`config.mk`:
```
export PLATFORM = sky130hd
export DESIGN_NAME = enc_8b10b_byte_packer
export DESIGN_NICKNAME = d
export VERILOG_FILES = /design/src/rtl/enc8b10b_pkg.sv /design/src/rtl/enc_8b10b_byte_packer.sv
export SDC_FILE = /design/constraint.sdc
export NUM_CORES = 1
export LEC_CHECK = 0
export ABC_AREA = 1
export CAP_MARGIN = 25
export CORE_ASPECT_RATIO = 0.5
export CORE_MARGIN = 10
export CORE_UTILIZATION = 28
export CTS_BUF_LIST = sky130_fd_sc_hd__clkbuf_8
export DETAILED_ROUTE_END_ITERATION = 6
export DONT_BUFFER_PORTS = 1
export SYNTH_ARGS = -nofsm -noshare
export SYNTH_HDL_FRONTEND = slang
export SYNTH_SLANG_ARGS = --single-unit
```
`constraint.sdc`:
```
create_clock -name clk_i -period 7.5 [get_ports clk_i]
set_input_delay 0 -clock clk_i [delete_from_list [all_inputs] [get_ports clk_i]]
set_output_delay 0 -clock clk_i [all_outputs]
set_load 0.01 [all_outputs]
```
`src/rtl/enc8b10b_pkg.sv`:
```
// Package with the 8b/10b code tables and packer constants.
package enc8b10b_pkg;

  // 5b/6b codes at negative running disparity, bit a in the MSB.
  localparam logic [5:0] CODE6_NEG [32] = '{
    6'h27, 6'h1D, 6'h2D, 6'h31, 6'h35, 6'h29, 6'h19, 6'h38,
    6'h39, 6'h25, 6'h15, 6'h34, 6'h0D, 6'h2C, 6'h1C, 6'h17,
    6'h1B, 6'h23, 6'h13, 6'h32, 6'h0B, 6'h2A, 6'h1A, 6'h3A,
    6'h33, 6'h26, 6'h16, 6'h36, 6'h0E, 6'h2E, 6'h1E, 6'h2B
  };

  // 3b/4b codes at negative running disparity, bit f in the MSB.
  localparam logic [3:0] CODE4_NEG [8] = '{
    4'hB, 4'h9, 4'h5, 4'hC, 4'hD, 4'hA, 4'h6, 4'hE
  };

  // Alternate D.x.A7 code and the x values that select it.
  localparam logic [3:0] CODE4_ALT7 = 4'h7;
  localparam logic [4:0] ALT_NEG_X0 = 5'd17;
  localparam logic [4:0] ALT_NEG_X1 = 5'd18;
  localparam logic [4:0] ALT_NEG_X2 = 5'd20;
  localparam logic [4:0] ALT_POS_X0 = 5'd11;
  localparam logic [4:0] ALT_POS_X1 = 5'd13;
  localparam logic [4:0] ALT_POS_X2 = 5'd14;

  // Special-case code points of the subblock tables.
  localparam logic [4:0] X_D7 = 5'd7;
  localparam logic [2:0] Y_D3 = 3'd3;
  localparam logic [2:0] Y_D7 = 3'd7;

  // Pad pattern used to fill the final byte of a message.
  localparam logic [7:0] PAD_PATTERN = 8'h55;

endpackage

```
`src/rtl/enc_8b10b_byte_packer.sv`:
```
// 8b/10b data encoder with an MSB-first byte packer.
//
// Usage: one data byte is taken per transfer on the input channel
// (in_valid_i / in_ready_o, data_byte_i, last_byte_i). Each byte becomes a
// 10-bit data symbol that is appended to the bit stream, and every full
// output byte is delivered by a transfer on the output channel
// (out_valid_o / out_ready_i). An input yields one or two output bytes;
// run_last_o marks the last byte caused by an input, and message_end_o the
// final byte of a message. When last_byte_i is set, leftover bits are padded
// out to a byte and the running disparity and packer return to reset.
// Flow: the input register is written by the input transfer, and the result
// register is loaded from it once it is empty or gives up its last byte.
// Throughput: one output byte per cycle while out_ready_i is high and inputs
// keep arriving; an input that yields two bytes holds the result register for
// both, since the output shows one byte of the result register at a time.
// A new input is accepted while results still wait.
// Reset: running disparity is negative, no leftover bits, both stages empty.
// Stall: with out_ready_i low the result register holds its byte, the input
// register fills once, and then in_ready_o drops until the receiver takes data.
module enc_8b10b_byte_packer (
  input  logic       clk_i,
  input  logic       rst_ni,
  input  logic       in_valid_i,
  output logic       in_ready_o,
  input  logic [7:0] data_byte_i,
  input  logic       last_byte_i,
  output logic       out_valid_o,
  input  logic       out_ready_i,
  output logic [7:0] out_byte_o,
  output logic       run_last_o,
  output logic       message_end_o
);

  // Input register.
  logic       in_valid_q;
  logic [7:0] in_data_q;
  logic       in_last_q;

  // Encoder and packer state.
  logic       disp_pos_q, disp_pos_d;
  logic [5:0] left_bits_q, left_bits_d;
  logic [2:0] left_cnt_q, left_cnt_d;

  // Result register: up to two bytes per input.
  logic       res_valid_q;
  logic [7:0] res_byte0_q, res_byte1_q;
  logic       res_two_q;
  logic       res_last_q;
  logic       res_idx_q;

  // Encoder signals.
  logic [4:0] sym_x;
  logic [2:0] sym_y;
  logic [5:0] c6_raw, c6;
  logic       unbal6;
  logic       disp6;
  logic       alt7;
  logic [3:0] c4_raw, c4;
  logic       unbal4;
  logic [9:0] symbol;

  // Packer signals.
  logic [2:0]  cnt;
  logic [5:0]  left_mask;
  logic [15:0] acc;
  logic [4:0]  total;
  logic        two_bytes;
  logic [3:0]  rem;
  logic [7:0]  rem_bits;
  logic [7:0]  byte0;
  logic [7:0]  flush_byte;
  logic        has_flush;

  // Handshake signals.
  logic in_xfer;
  logic out_xfer;
  logic res_done;
  logic load;

  // 5b/6b then 3b/4b encoding at the current running disparity.
  always_comb begin
    sym_x  = in_data_q[4:0];
    sym_y  = in_data_q[7:5];
    c6_raw = enc8b10b_pkg::CODE6_NEG[sym_x];
    unbal6 = ($countones(c6_raw) != 3);
    if (disp_pos_q && (unbal6 || (sym_x == enc8b10b_pkg::X_D7))) begin
      c6 = ~c6_raw;
    end else begin
      c6 = c6_raw;
    end
    disp6 = disp_pos_q ^ unbal6;

    alt7 = 1'b0;
    if (sym_y == enc8b10b_pkg::Y_D7) begin
      if (!disp6) begin
        alt7 = (sym_x == enc8b10b_pkg::ALT_NEG_X0) || (sym_x == enc8b10b_pkg::ALT_NEG_X1) ||
               (sym_x == enc8b10b_pkg::ALT_NEG_X2);
      end else begin
        alt7 = (sym_x == enc8b10b_pkg::ALT_POS_X0) || (sym_x == enc8b10b_pkg::ALT_POS_X1) ||
               (sym_x == enc8b10b_pkg::ALT_POS_X2);
      end
    end
    c4_raw = alt7 ? enc8b10b_pkg::CODE4_ALT7 : enc8b10b_pkg::CODE4_NEG[sym_y];
    unbal4 = ($countones(c4_raw) != 2);
    if (disp6 && (unbal4 || ((sym_y == enc8b10b_pkg::Y_D3) && !alt7))) begin
      c4 = ~c4_raw;
    end else begin
      c4 = c4_raw;
    end
    symbol = {c6, c4};
  end

  // Append the symbol to the leftover bits and cut out full bytes.
  always_comb begin
    cnt        = (left_cnt_q > 3'd6) ? 3'd6 : left_cnt_q;
    left_mask  = 6'((7'd1 << cnt) - 7'd1);
    acc        = {left_bits_q & left_mask, symbol};
    total      = 5'(cnt) + 5'd10;
    two_bytes  = total[4];
    byte0      = 8'(acc >> (total - 5'd8));
    rem        = two_bytes ? 4'd0 : 4'(total - 5'd8);
    rem_bits   = 8'(acc & 16'((17'd1 << rem) - 17'd1));
    flush_byte = 8'((rem_bits << (4'd8 - rem)) | (enc8b10b_pkg::PAD_PATTERN >> rem));
    has_flush  = in_last_q && (rem != 4'd0);
  end

  // Handshake and stage movement.
  assign out_xfer   = res_valid_q && out_ready_i;
  assign res_done   = out_xfer && (res_idx_q == res_two_q);
  assign load       = in_valid_q && (!res_valid_q || res_done);
  assign in_ready_o = !in_valid_q || load;
  assign in_xfer    = in_valid_i && in_ready_o;

  // Next encoder and packer state when an item moves to the result register.
  always_comb begin
    disp_pos_d  = disp_pos_q;
    left_bits_d = left_bits_q;
    left_cnt_d  = left_cnt_q;
    if (load) begin
      if (in_last_q) begin
        disp_pos_d  = 1'b0;
        left_bits_d = '0;
        left_cnt_d  = '0;
      end else begin
        disp_pos_d  = disp6 ^ unbal4;
        left_bits_d = rem_bits[5:0];
        left_cnt_d  = rem[2:0];
      end
    end
  end

  // Control state of the input stage and the encoder.
  always_ff @(posedge clk_i or negedge rst_ni) begin
    if (!rst_ni) begin
      in_valid_q  <= 1'b0;
      disp_pos_q  <= 1'b0;
      left_bits_q <= '0;
      left_cnt_q  <= '0;
    end else begin
      if (in_xfer) begin
        in_valid_q <= 1'b1;
      end else if (load) begin
        in_valid_q <= 1'b0;
      end
      disp_pos_q  <= disp_pos_d;
      left_bits_q <= left_bits_d;
      left_cnt_q  <= left_cnt_d;
    end
  end

  // Input payload register.
  always_ff @(posedge clk_i) begin
    if (in_xfer) begin
      in_data_q <= data_byte_i;
      in_last_q <= last_byte_i;
    end
  end

  // Result control: valid flag and which of the two bytes is shown.
  always_ff @(posedge clk_i or negedge rst_ni) begin
    if (!rst_ni) begin
      res_valid_q <= 1'b0;
      res_idx_q   <= 1'b0;
      res_two_q   <= 1'b0;
    end else begin
      if (load) begin
        res_valid_q <= 1'b1;
        res_idx_q   <= 1'b0;
        res_two_q   <= two_bytes || has_flush;
      end else if (res_done) begin
        res_valid_q <= 1'b0;
      end else if (out_xfer) begin
        res_idx_q <= 1'b1;
      end
    end
  end

  // Result payload register.
  always_ff @(posedge clk_i) begin
    if (load) begin
      res_byte0_q <= byte0;
      res_byte1_q <= two_bytes ? acc[7:0] : flush_byte;
      res_last_q  <= in_last_q;
    end
  end

  // Output channel.
  assign out_valid_o   = res_valid_q;
  assign out_byte_o    = res_idx_q ? res_byte1_q : res_byte0_q;
  assign run_last_o    = (res_idx_q == res_two_q);
  assign message_end_o = run_last_o && res_last_q;

endmodule
```
# == Word level (Yosys, flattened, before mapping) ==
# Memories as Yosys holds them, arrays and structs flattened.
# Index checks and enable logic that the tools add are counted.
# word_totals
reg_bits,40
mem_bits_ro,224
mem_count,2
out_inout_bits,12
elab_cells,106
input_bits,13
# classes
n_reduce_logical,26
order_cmp,3
bitwise_logic,9
n_shift,5
n_mux,23
addsub,13
eq_ne,13
# mem_list
memory,words,width,rd,rd_clocked_by_memory_dff,wr,line,source
(name not given),32,6,1,0,0,enc_8b10b_byte_packer.sv:84,c6_raw = enc8b10b_pkg::CODE6_NEG[sym_x];
(name not given),8,4,1,0,0,enc_8b10b_byte_packer.sv:103,c4_raw = alt7 ? enc8b10b_pkg::CODE4_ALT7 : enc8b10b_pkg::CODE4_NEG[sym_y];
# op_table
op,count
$mux 6,4
$mux 4,5
$mux 8,2
$shr 16x5->8,1
$eq 5x4->1 const B,3
$eq 5x5->1 const B,3
$add 1x1->2,5
$mux 1,10
$logic_and 1x1->1,9
$logic_or 1x1->1,9
$and 8x8->8,1
$or 8x8->8,1
$shl 1x4->8 const A,1
$shl 8x4->8,1
$shr 7x4->8 const A,1
$sub 8x1->8 const B,1
$add 2x2->3,2
$and 6x6->6,1
$ge 6x6->1 const B,1
$mux 3,2
$not 5->6,1
$not 6->6,1
$reduce_bool 2->1,3
$shl 1x3->6 const A,1
other kinds (20),23

# == Logic depth before layout (Yosys ltp) ==
# Gate-level depths: netlist (run 1).
# depth
ltp_word,22
depth_mapped,36
mapped_depth_nobuf,36

# == Worst setup path after synthesis (run 1) ==
# Ideal clock, no wire load.
# synth_timing
kind,reg-to-reg
startpoint,register in_data_q[0]
endpoint,register res_byte1_q[3] (data pin)
period_less_slack_ns,5.830
path_slack_ns,1.670
path_stages_with_launch,33
setup_time_ns,0.254
required_time_ns,7.246
t_arrival_ns,5.577
cell_sequence,edfxtp_1 inv_1 ha_1 o211ai_1 nand3_1 nand2_1 inv_1 fa_1 fa_1 inv_1 ha_1 inv_1 fa_1 inv_1 nand3_1 nand2_1 nand2_1 a21oi_1 nand2_1 nand2_1 inv_1 fa_1 ha_1 ha_1 nor3b_1 nand2_1 nand2_2 xnor2_1 nand2_1 nand2_1 nand3_1 nand2_1 a21o_1
# synth_between
elab_chain_len,22
word_cells_on_any_way,43
classes_between,add/sub: 8; eq/ne: 9; shift: 1; mux: 8; bitwise: 6; reduce/logical: 10; memory: 1
# synth_rtl
item,line,source
"start, declared",enc_8b10b_byte_packer.sv:36,logic [7:0] in_data_q;
"start signal, assigned",enc_8b10b_byte_packer.sv:174,in_data_q <= data_byte_i;
$not 5->6 (implied by the code),enc_8b10b_byte_packer.sv:84,
$mem_v2 32x6,n/a,
$mux 6 (implied by the code) (2 in a row),enc_8b10b_byte_packer.sv:84,
$add 1x1->2 (implied by the code),enc_8b10b_byte_packer.sv:85,unbal6 = ($countones(c6_raw) != 3);
$add 2x2->3 (implied by the code),enc_8b10b_byte_packer.sv:85,
$add 3x2->4 (implied by the code),enc_8b10b_byte_packer.sv:85,
$ne 4x2->1,enc_8b10b_byte_packer.sv:85,
$xor 1x1->1,enc_8b10b_byte_packer.sv:91,disp6 = disp_pos_q ^ unbal6;
(+5 left out),n/a,
$ne 3x2->1,enc_8b10b_byte_packer.sv:104,unbal4 = ($countones(c4_raw) != 2);
$logic_or 1x1->1,enc_8b10b_byte_packer.sv:105,if (disp6 && (unbal4 || ((sym_y == enc8b10b_pkg::Y_D3) && !alt7))) begin
$logic_and 1x1->1,enc_8b10b_byte_packer.sv:105,
$mux 4,enc_8b10b_byte_packer.sv:105,
$and 8x8->8,enc_8b10b_byte_packer.sv:122,rem_bits = 8'(acc & 16'((17'd1 << rem) - 17'd1));
$shl 8x4->8,enc_8b10b_byte_packer.sv:123,flush_byte = 8'((rem_bits << (4'd8 - rem)) | (enc8b10b_pkg::PAD_PATTERN >> rem));
$or 8x8->8,enc_8b10b_byte_packer.sv:123,
$mux 8 (*),enc_8b10b_byte_packer.sv:202,res_byte1_q <= two_bytes ? acc[7:0] : flush_byte;
"end signal, assigned",enc_8b10b_byte_packer.sv:202,
"end, declared",enc_8b10b_byte_packer.sv:46,"logic [7:0] res_byte0_q, res_byte1_q;"
# Mark *: on every way between the ends. The rest lies on a longest branch, timed or not. The select of a mux whose other input is x is not followed.
# A chain may end at the register's enable or synchronous reset.

# == Worst setup path in the final report (run 1) ==
# layout_timing
startpoint,register in_data_q[1]
endpoint,register res_byte1_q[1] (data pin)
# Same word-level chain as after synthesis.

==> impl_metrics.tcl, run 1 <==
set metrics [dict create \
    ant_nets 0 \
    num_vias 3264 \
    drv_cap 0 \
    gp_congestion 0.892 \
    antenna_cells 0 \
    slew_headroom_pct 53.3 \
    drive_gt1_share_pct 7.11 \
    gr-total-overflow 0 \
    wire_per_inst_um 13.8 \
    dpl_cell_area_um2 3650 \
    routed_via_density 4.86 \
    htree_num_levels 2 \
    clock_latency_ps 300 \
    io_buffer_count 0 \
    setup-violations-final 0 \
    synth-seq-cells 40 \
    crit_path_end_kind "flip-flop" \
    rsz0062_at_grt "false" \
    critical_path.max_fanout 6 \
    fp.coreArea_um2 12000 \
    die-area_um2 17600 \
    start_util_pct 29.1 \
    fmax_mhz 153 \
    ys_seq_area_share_pct 32.3 \
    cpLargestDelayFamily "adder cells" \
    crit_slowest_cell "fa_1" \
    rows 28 \
    syn-instance-count 500 \
    post_cts_resized 0 \
    syn_nets 534 \
    finalMaxSlewViolations 0 \
    firstDrtPassIters 5 \
    cts_tree "yes" \
    cp.required_ps 7610 \
    dp_hpwl_um 7360 \
    syn_avg_cell_area_um2 7.00 \
    die_y_um 99.1 \
    synthFlopType "edfxtp_1" \
    arrival_ps 6640 \
    stdcell_area_um2 3850 \
    final.setup.tns_ps 0 \
    clockBufferDepth 2 \
    clockRootBuffer "clkbuf_8" \
    drt-total-wl_um 9270 \
    cpMostUsedCell "nand2_1" \
    final_core_util_pct 32.1 \
    post-route-min-period_ps 6530 \
    worst_slew_pin_slew_ps 700 \
    yosys_warnings 0 \
    drt_iter0_markers 200 \
    grt_pass1_wl_um 15600 \
    syn_area_um2 3500 \
    grt_util_all_layers_pct 10.6 \
    fin_nets 539 \
    drc 0 \
    post_cts_buffers 0 \
    antenna_found_initial 0 \
    synthToLayoutAreaGrowth_pct 10.1 \
    outcome "complete, no violations" \
    cts.sinks 40 \
    die_w_um 178 \
    synth_cell_types 44 \
    pin_count 25 \
    synth_edf_count 26 \
    cp_slowest_stage_delay_ps 550 \
    min_path_type "in2async" \
    hold_viol 0 \
    worstSetupPathType "reg2reg" \
    critPathLaunchType "flip-flop" \
    async_flop_share_pct 35.0 \
    grt_pass1_vias 2993 \
    grt_max_degree 28 \
    finalClockSkew_ps 10.9 \
    clk_pin_slew_worst_paths_ps 80 \
    finalCritPeriodShare_pct 87.0 \
    cts_made_buffers 5 \
    critPathBufInv 6 \
]
[area by class of cell]
type,instances,area (um2)
Sequential cell,40,1130
Inverter,57,216
Clock inverter,3,18.8
Fill cell,1308,8160
Timing Repair Buffer,15,143
Tap cell,165,206
Multi-Input combinational cell,386,2070
Clock buffer,5,68.8
[worst register-to-register path: cells and delay by family, from the launching register on]
family	cells	cell delay, ps
adders and majority gates	8	2850
and+or+nand+nor	13	1690
AOI/OAI and AO/OA	3	620
buffers and inverters	6	500
DFF	1	460
xor gates and xnor gates	1	250
[synthesized netlist by cell type (2+ instances only)]
cell | n | share of area [%]
o211ai_1 | 11 | 2.4
xor2_1 | 8 | 2.0
nand2_2 | 3 | 0.54
nor2_1 | 20 | 2.1
fa_1 | 4 | 2.3
xnor2_1 | 2 | 0.50
a31oi_1 | 3 | 0.54
inv_2 | 6 | 0.64
nand3_2 | 4 | 1.1
buf_2 | 5 | 0.71
edfxtp_1 | 26 | 22
buf_6 | 2 | 0.64
nand4_1 | 4 | 0.71
o21ai_1 | 2 | 0.29
dfrtp_1 | 14 | 10
a21oi_1 | 15 | 2.1
nor3_1 | 2 | 0.29
o21ai_0 | 27 | 3.9
inv_1 | 46 | 4.9
clkinv_1 | 4 | 0.43
clkbuf_1 | 9 | 0.97
nor2_2 | 4 | 0.71
ha_1 | 17 | 6.1
nand2_1 | 170 | 18
o22ai_1 | 6 | 1.1
nand3_1 | 68 | 9.7
[repair_timing]
action | 4_1_cts | 5_1_grt
hold buffers | 12 | 0
hold endpoints to repair | 26 | 0
setup endpoints to repair | 0 | 0
[worst paths after layout]
kind,end,start,cells after the start,slack [ps]
setup / recovery,res_byte1_q[1],in_data_q[1],31,970
hold / removal,res_idx_q,rst_ni,1,160
setup reg to reg,res_byte1_q[1],in_data_q[1],31,970
hold reg to reg,left_bits_q[2],left_bits_q[2],2,540
max in group asynchronous,left_bits_q[5],rst_ni,1,6910
min in group clk_i,in_last_q,last_byte_i,1,330
[logic make-up (layout without fill, tap and decap cells)]
kind of cell | count (synthesis) | in the layout | share of synthesized area (%)
compound gates | 70 | 70 | 11.7
xor+xnor | 12 | 12 | 3.43
fa+ha+maj | 21 | 21 | 8.37
buf+inv | 74 | 80 | 8.62
flops | 40 | 40 | 32.3
mux | 1 | 1 | 0.286
simple gates | 282 | 282 | 35.3
[layout by cell type, fill, tap and decap left out, types with 3 or more instances in the layout]
cell type | netlist | final
nand3_2 | 4 | 4
nor2_2 | 4 | 5
o211ai_1 | 11 | 11
xor2_1 | 8 | 8
nor2_1 | 20 | 19
a21oi_1 | 15 | 15
dlygate4sd3_1 | 0 | 12
fa_1 | 4 | 4
a31oi_1 | 3 | 3
inv_1 | 46 | 46
edfxtp_1 | 26 | 26
buf_4 | 0 | 3
clkinv_1 | 4 | 5
nand2_1 | 170 | 170
dfrtp_1 | 14 | 14
nand4_1 | 4 | 4
inv_2 | 6 | 6
clkbuf_8 | 0 | 5
o22ai_1 | 6 | 6
o21ai_0 | 27 | 27
nand3_1 | 68 | 68
nand2_2 | 3 | 3
ha_1 | 17 | 17
[flip-flops by register name, indices dropped and copies added, names as in the netlist]
| signal | cells |
|---|---|
| res_byte0_q | 8 |
| in_last_q | 1 |
| res_idx_q | 1 |
| out_valid_o | 1 |
| left_bits_q | 6 |
| in_data_q | 8 |
| left_cnt_q | 3 |
| res_byte1_q | 8 |
| res_two_q | 1 |
| in_valid_q | 1 |
| res_last_q | 1 |
| disp_pos_q | 1 |
[layer usage]
| metal | track usage, % | wire [um] |
|---|---|---|
| met4 | 1.72 | 53 |
| met1 | 14.9 | 4690 |
| met2 | 16.2 | 3960 |
| met5 | 0 | 0 |
| met3 | 2.67 | 567 |
[through the flow]
stage | std cells | hold WS [ps] | setup WS, ps
final | 671 | 160 | 973
after global routing | 671 | 204 | 355
after CTS | 671 | 176 | 985
after detailed placement | 651 | -295 | 1000
after global placement | 651 | -295 | 1210
after floorplan | 500 | -296 | 1670
Power of run 1 is left out: the tool's default activity adds up to more than one toggle a clock period on the data nets, which glitch-free logic cannot reach.
==> run 2: changes to the inputs <==
==> constraint.sdc (replaced) <==
create_clock -name clk_i -period 7.5 [get_ports clk_i]
set_input_delay 0.75 -clock clk_i [delete_from_list [all_inputs] [get_ports clk_i]]
set_output_delay 0.75 -clock clk_i [all_outputs]
set_load 0.01 [all_outputs]
==> run 2 against run 1 <==
Compared with the run above:
- die area is the same
- critical endpoint unchanged
- final cell count shrank 1.3%
- design area shrank 2.9%
- utilization shrank 0.94 points
- clock skew grew 1.1 ps
- worst setup slack gained 13 ps
- global-route usage is essentially flat
- highest routed layer is now met5
- sequential share of layout area grew 0.88 points
- count of clock-buffer cells in the layout is the same
==> impl_metrics.tcl, run 2 (synthesis gave the netlist of run 1 again) <==
set metrics [dict create \
    crit_slowest_cell "fa_1" \
    layout_common_cells "nand2_1 (170), nand3_1 (68), inv_1 (46)" \
    finalClockSkew_ps 12.0 \
    min_path_type "in2async" \
    critPathLaunchType "flip-flop" \
    die_y_um 99.1 \
    final.setup.tns_ps 0 \
    drive_gt1_share_pct 7.29 \
    arrival_ps 6630 \
    fp.coreArea_um2 12000 \
    post_cts_buffers 0 \
    die-area_um2 17600 \
    ant_nets 0 \
    clockRootBuffer "clkbuf_8" \
    final_common_cell "nand2_1" \
    cp.required_ps 7610 \
    start_util_pct 29.1 \
    grt_pass1_vias 2956 \
    rsz0062_at_grt "false" \
    io_buffer_count 0 \
    hold_viol 0 \
    pin_count 25 \
    setup-violations-final 0 \
    worstSetupPathType "reg2reg" \
    cpLargestDelayFamily "adder cells" \
    gr-total-overflow 0 \
    clockBufferDepth 2 \
    placed_cells 651 \
    clock_latency_ps 300 \
    num_vias 3233 \
    firstDrtPassIters 5 \
    post_cts_resized 0 \
    final_core_util_pct 31.1 \
    dp_hpwl_um 7360 \
    synthToLayoutAreaGrowth_pct 6.90 \
    slew_headroom_pct 52.7 \
    grt_pass1_wl_um 15500 \
    instances_no_fill 662 \
    cts_made_buffers 5 \
    post-route-min-period_ps 6510 \
    drt_iter0_markers 201 \
    grt_max_degree 28 \
    cp_slowest_stage_delay_ps 550 \
    htree_num_levels 2 \
    fin_nets 527 \
    reg_top3 "in_data_q: 8 flops, res_byte0_q: 8 flops, res_byte1_q: 8 flops" \
    timing.rr.start "in_data_q[1]" \
    drt-total-wl_um 9300 \
    critical_path.max_fanout 6 \
    rows 28 \
    cts.sinks 40 \
    finalMaxSlewViolations 0 \
    die_w_um 178 \
    outcome "complete, no violations" \
    fmax_mhz 154 \
    n_fill_cell 1312 \
    finalCritPeriodShare_pct 86.8 \
    critPathBufInv 6 \
    cpMostUsedCell "nand2_1" \
    drv_cap 0 \
    worst_slew_pin_slew_ps 709 \
    cts_hold_buffers 0 \
    cp-startpoint "in_data_q[1]" \
    routed_via_density 4.88 \
    clk_pin_slew_worst_paths_ps 90 \
    crit_path_end_kind "flip-flop" \
    grt_util_all_layers_pct 10.7 \
    cts_tree "yes" \
    wire_per_inst_um 14.1 \
    gp_congestion 0.892 \
    antenna_found_initial 7 \
    drc 0 \
]
## run 2: cell count changes in the layout (fill, tap and decap cells not counted), sizes merged
cell	change
dlygate4sd3	-12
diode	+3
## run 2: cell type report
| type | instances | area, um2 | area share, % |
|---|---|---|---|
| sequential | 40 | 1130 | 30.2 |
| clock inverter | 3 | 18.8 | 0.502 |
| clock buffer | 5 | 68.8 | 1.84 |
| tap | 165 | 206 | 5.52 |
| inverter | 57 | 216 | 5.79 |
| timing repair buffer | 3 | 22.5 | 0.602 |
| multi-input combinational | 386 | 2070 | 55.3 |
| antenna | 3 | 7.51 | 0.201 |
## run 2: layer usage
layer	routed length, um	global-route usage, %
met5	27	0
met4	61	1.72
met3	627	3.69
met2	3980	16.2
met1	4610	14.5
## run 2: path summary, 6_finish.rpt
path                            slack, ps              to  cells after the start
worst max-delay path                  990  res_byte1_q[1]                     31
worst min-delay path                  130       res_two_q                      0
worst max register to register        990  res_byte1_q[1]                     31
worst min register to register        540  left_bits_q[2]                      2
max in group asynchronous            7290  left_bits_q[0]                      0
min in group clk_i                    540  left_bits_q[2]                      2
## run 2: per-stage QoR
stage / hold WS (ps) / worst slack [ps] / instance area, um2
5_1_grt: 109 / 355 / 3740
4_1_cts: 123 / 985 / 3730
3_3_place_gp: 455 / 1210 / 3650
2_1_floorplan: 450 / 1670 / 3500
6_report: 132 / 987 / 3740
3_5_place_dp: 455 / 1000 / 3650
Power of run 2 is left out for the same reason.
==> run 3: changes to the inputs <==
Settings changed: CORE_UTILIZATION 28 to 40, RECOVER_POWER set to 100.
Clock period 7.5 ns to 7.7 ns, I/O delays scaled along.
==> run 3 against run 2 <==
Compared with the run above:
- register-to-register slack improved by 180 ps
- final cell count fell by 8.5%
- non-clock buffer count did not move
- hold slack improved by 6.7 ps
- worst setup slack improved by 180 ps
- sequential cell count did not move
- fmax fell by 0.27%
- routed wire length fell by 1.1%
- utilization rose by 13 points
==> impl_metrics.tcl, run 3 (synthesis gave the netlist of run 1 again) <==
set metrics [dict create \
    outcome "complete, no violations" \
    num_vias 3226 \
    hold_viol 0 \
    antenna_cells 0 \
    htree_num_levels 2 \
    ant_nets 0 \
    finalClockSkew_ps 17.5 \
    clockBufferDepth 2 \
    fp.coreArea_um2 8260 \
    drv_cap 0 \
    cts_hold_buffers 0 \
    min_path_type "in2async" \
    worst_slew_pin_slew_ps 1420 \
    cpLargestDelayFamily "adder cells" \
    clock_latency_ps 310 \
    pin_count 25 \
    synthToLayoutAreaGrowth_pct 3.50 \
    drt_iter0_markers 284 \
    rows 23 \
    crit_slowest_cell "fa_1" \
    multi_input_area_um2 2030 \
    drive_gt1_share_pct 5.26 \
    placed_cells 598 \
    rsz0062_at_grt "false" \
    instances_no_fill 606 \
    dp_hpwl_um 7060 \
    grt_pass1_wl_um 15400 \
    worstSetupPathType "reg2reg" \
    crit_path_end_kind "flip-flop" \
    critPathLaunchType "flip-flop" \
    cts_made_buffers 5 \
    ff_latch_area_um2 1130 \
    drc 0 \
    post_cts_resized 0 \
    finalCritPeriodShare_pct 84.8 \
    cp.required_ps 7810 \
    fmax_mhz 153 \
    finalMaxSlewViolations 0 \
    io_buffer_count 0 \
    grt_pass1_vias 2981 \
    reg_top3 "in_data_q: 8 flops, res_byte0_q: 8 flops, res_byte1_q: 8 flops" \
    hold_ws_ps 139 \
    critPathBufInv 4 \
    slew_headroom_pct 5.16 \
    post_cts_buffers 0 \
    grt_util_all_layers_pct 14.1 \
    final.setup.tns_ps 0 \
    critical_path.max_fanout 6 \
    start_util_pct 42.4 \
    clockRootBuffer "clkbuf_8" \
    clk_pin_slew_worst_paths_ps 90 \
    final_common_cell "nand2_1" \
    firstDrtPassIters 5 \
    gp_congestion 0.873 \
    routed_via_density 5.32 \
    layout_common_cells "nand2_1 (173), nand3_1 (69), inv_1 (48)" \
    die_y_um 86.1 \
    die_w_um 152 \
    fin_nets 527 \
    grt_max_degree 28 \
    setup-violations-final 0 \
    wire_per_inst_um 15.2 \
    gr-total-overflow 0 \
    n_fill_cell 869 \
    arrival_ps 6640 \
    post-route-min-period_ps 6530 \
    cts.sinks 40 \
    drt-total-wl_um 9200 \
    die-area_um2 13100 \
    antenna_found_initial 0 \
    cpMostUsedCell "nand2_1" \
    cp_slowest_stage_delay_ps 550 \
    cts_tree "yes" \
]
-- run 3: cell count changes in the layout (fill, tap and decap cells not counted), moves of 2 or more --
cell and change:
inv_1 +2, diode_2 -3, nand2_1 +3, nand2_2 -2
o21ai_1 -2, o21ai_0 +2
-- run 3: through the flow --
step	util (%)	setup WS, ps	instance area [um2]
after floorplan	-	1870	3500
after global placement	43.3	1430	3580
after detailed placement	43.3	1180	3580
after CTS	44.4	1190	3660
after global routing	43.9	690	3620
final	43.9	1170	3620
-- run 3: routing by layer --
metal  wire length (um)  part of all wire [%]  vias to the layer above  global-route usage, %
li1                   -                     -                     1641                      -
met1               4860                    53                     1463                   20.8
met2               3610                    39                      108                   19.5
met3                633                   6.9                       14                   4.09
met4                 96                   1.0                        0                   2.78
met5                  0                     0                        -                      0
-- run 3: cell type report --
class,instances,share of cell area (%)
multi-input cells,386,56.1
flip-flops and latches,40,31.2
inverters,57,5.98
well taps,112,3.87
clock buffers,5,1.90
repair buffers,3,0.518
clock inverters,3,0.449
-- run 3: worst paths after layout --
kind	from	endpoint	slack [ps]	cells after the start
max in group asynchronous	rst_ni	in_valid_q	7470	0
min in group clk_i	left_bits_q[0]	left_bits_q[0]	550	2
setup reg to reg	in_data_q[1]	res_byte1_q[1]	1170	29
hold reg to reg	left_bits_q[0]	left_bits_q[0]	550	2
hold / removal	rst_ni	res_idx_q	140	0
setup / recovery	in_data_q[1]	res_byte1_q[1]	1170	29
-- run 3: worst register-to-register path, delay by kind of cell, from the launching register on --
family | cells | cell delay (ps)
fa+ha+maj | 8 | 2910
simple gates | 14 | 1800
compound gates | 2 | 500
flops | 1 | 460
buf+inv | 4 | 390
xor+xnor | 1 | 270
Power of run 3 is left out for the same reason.
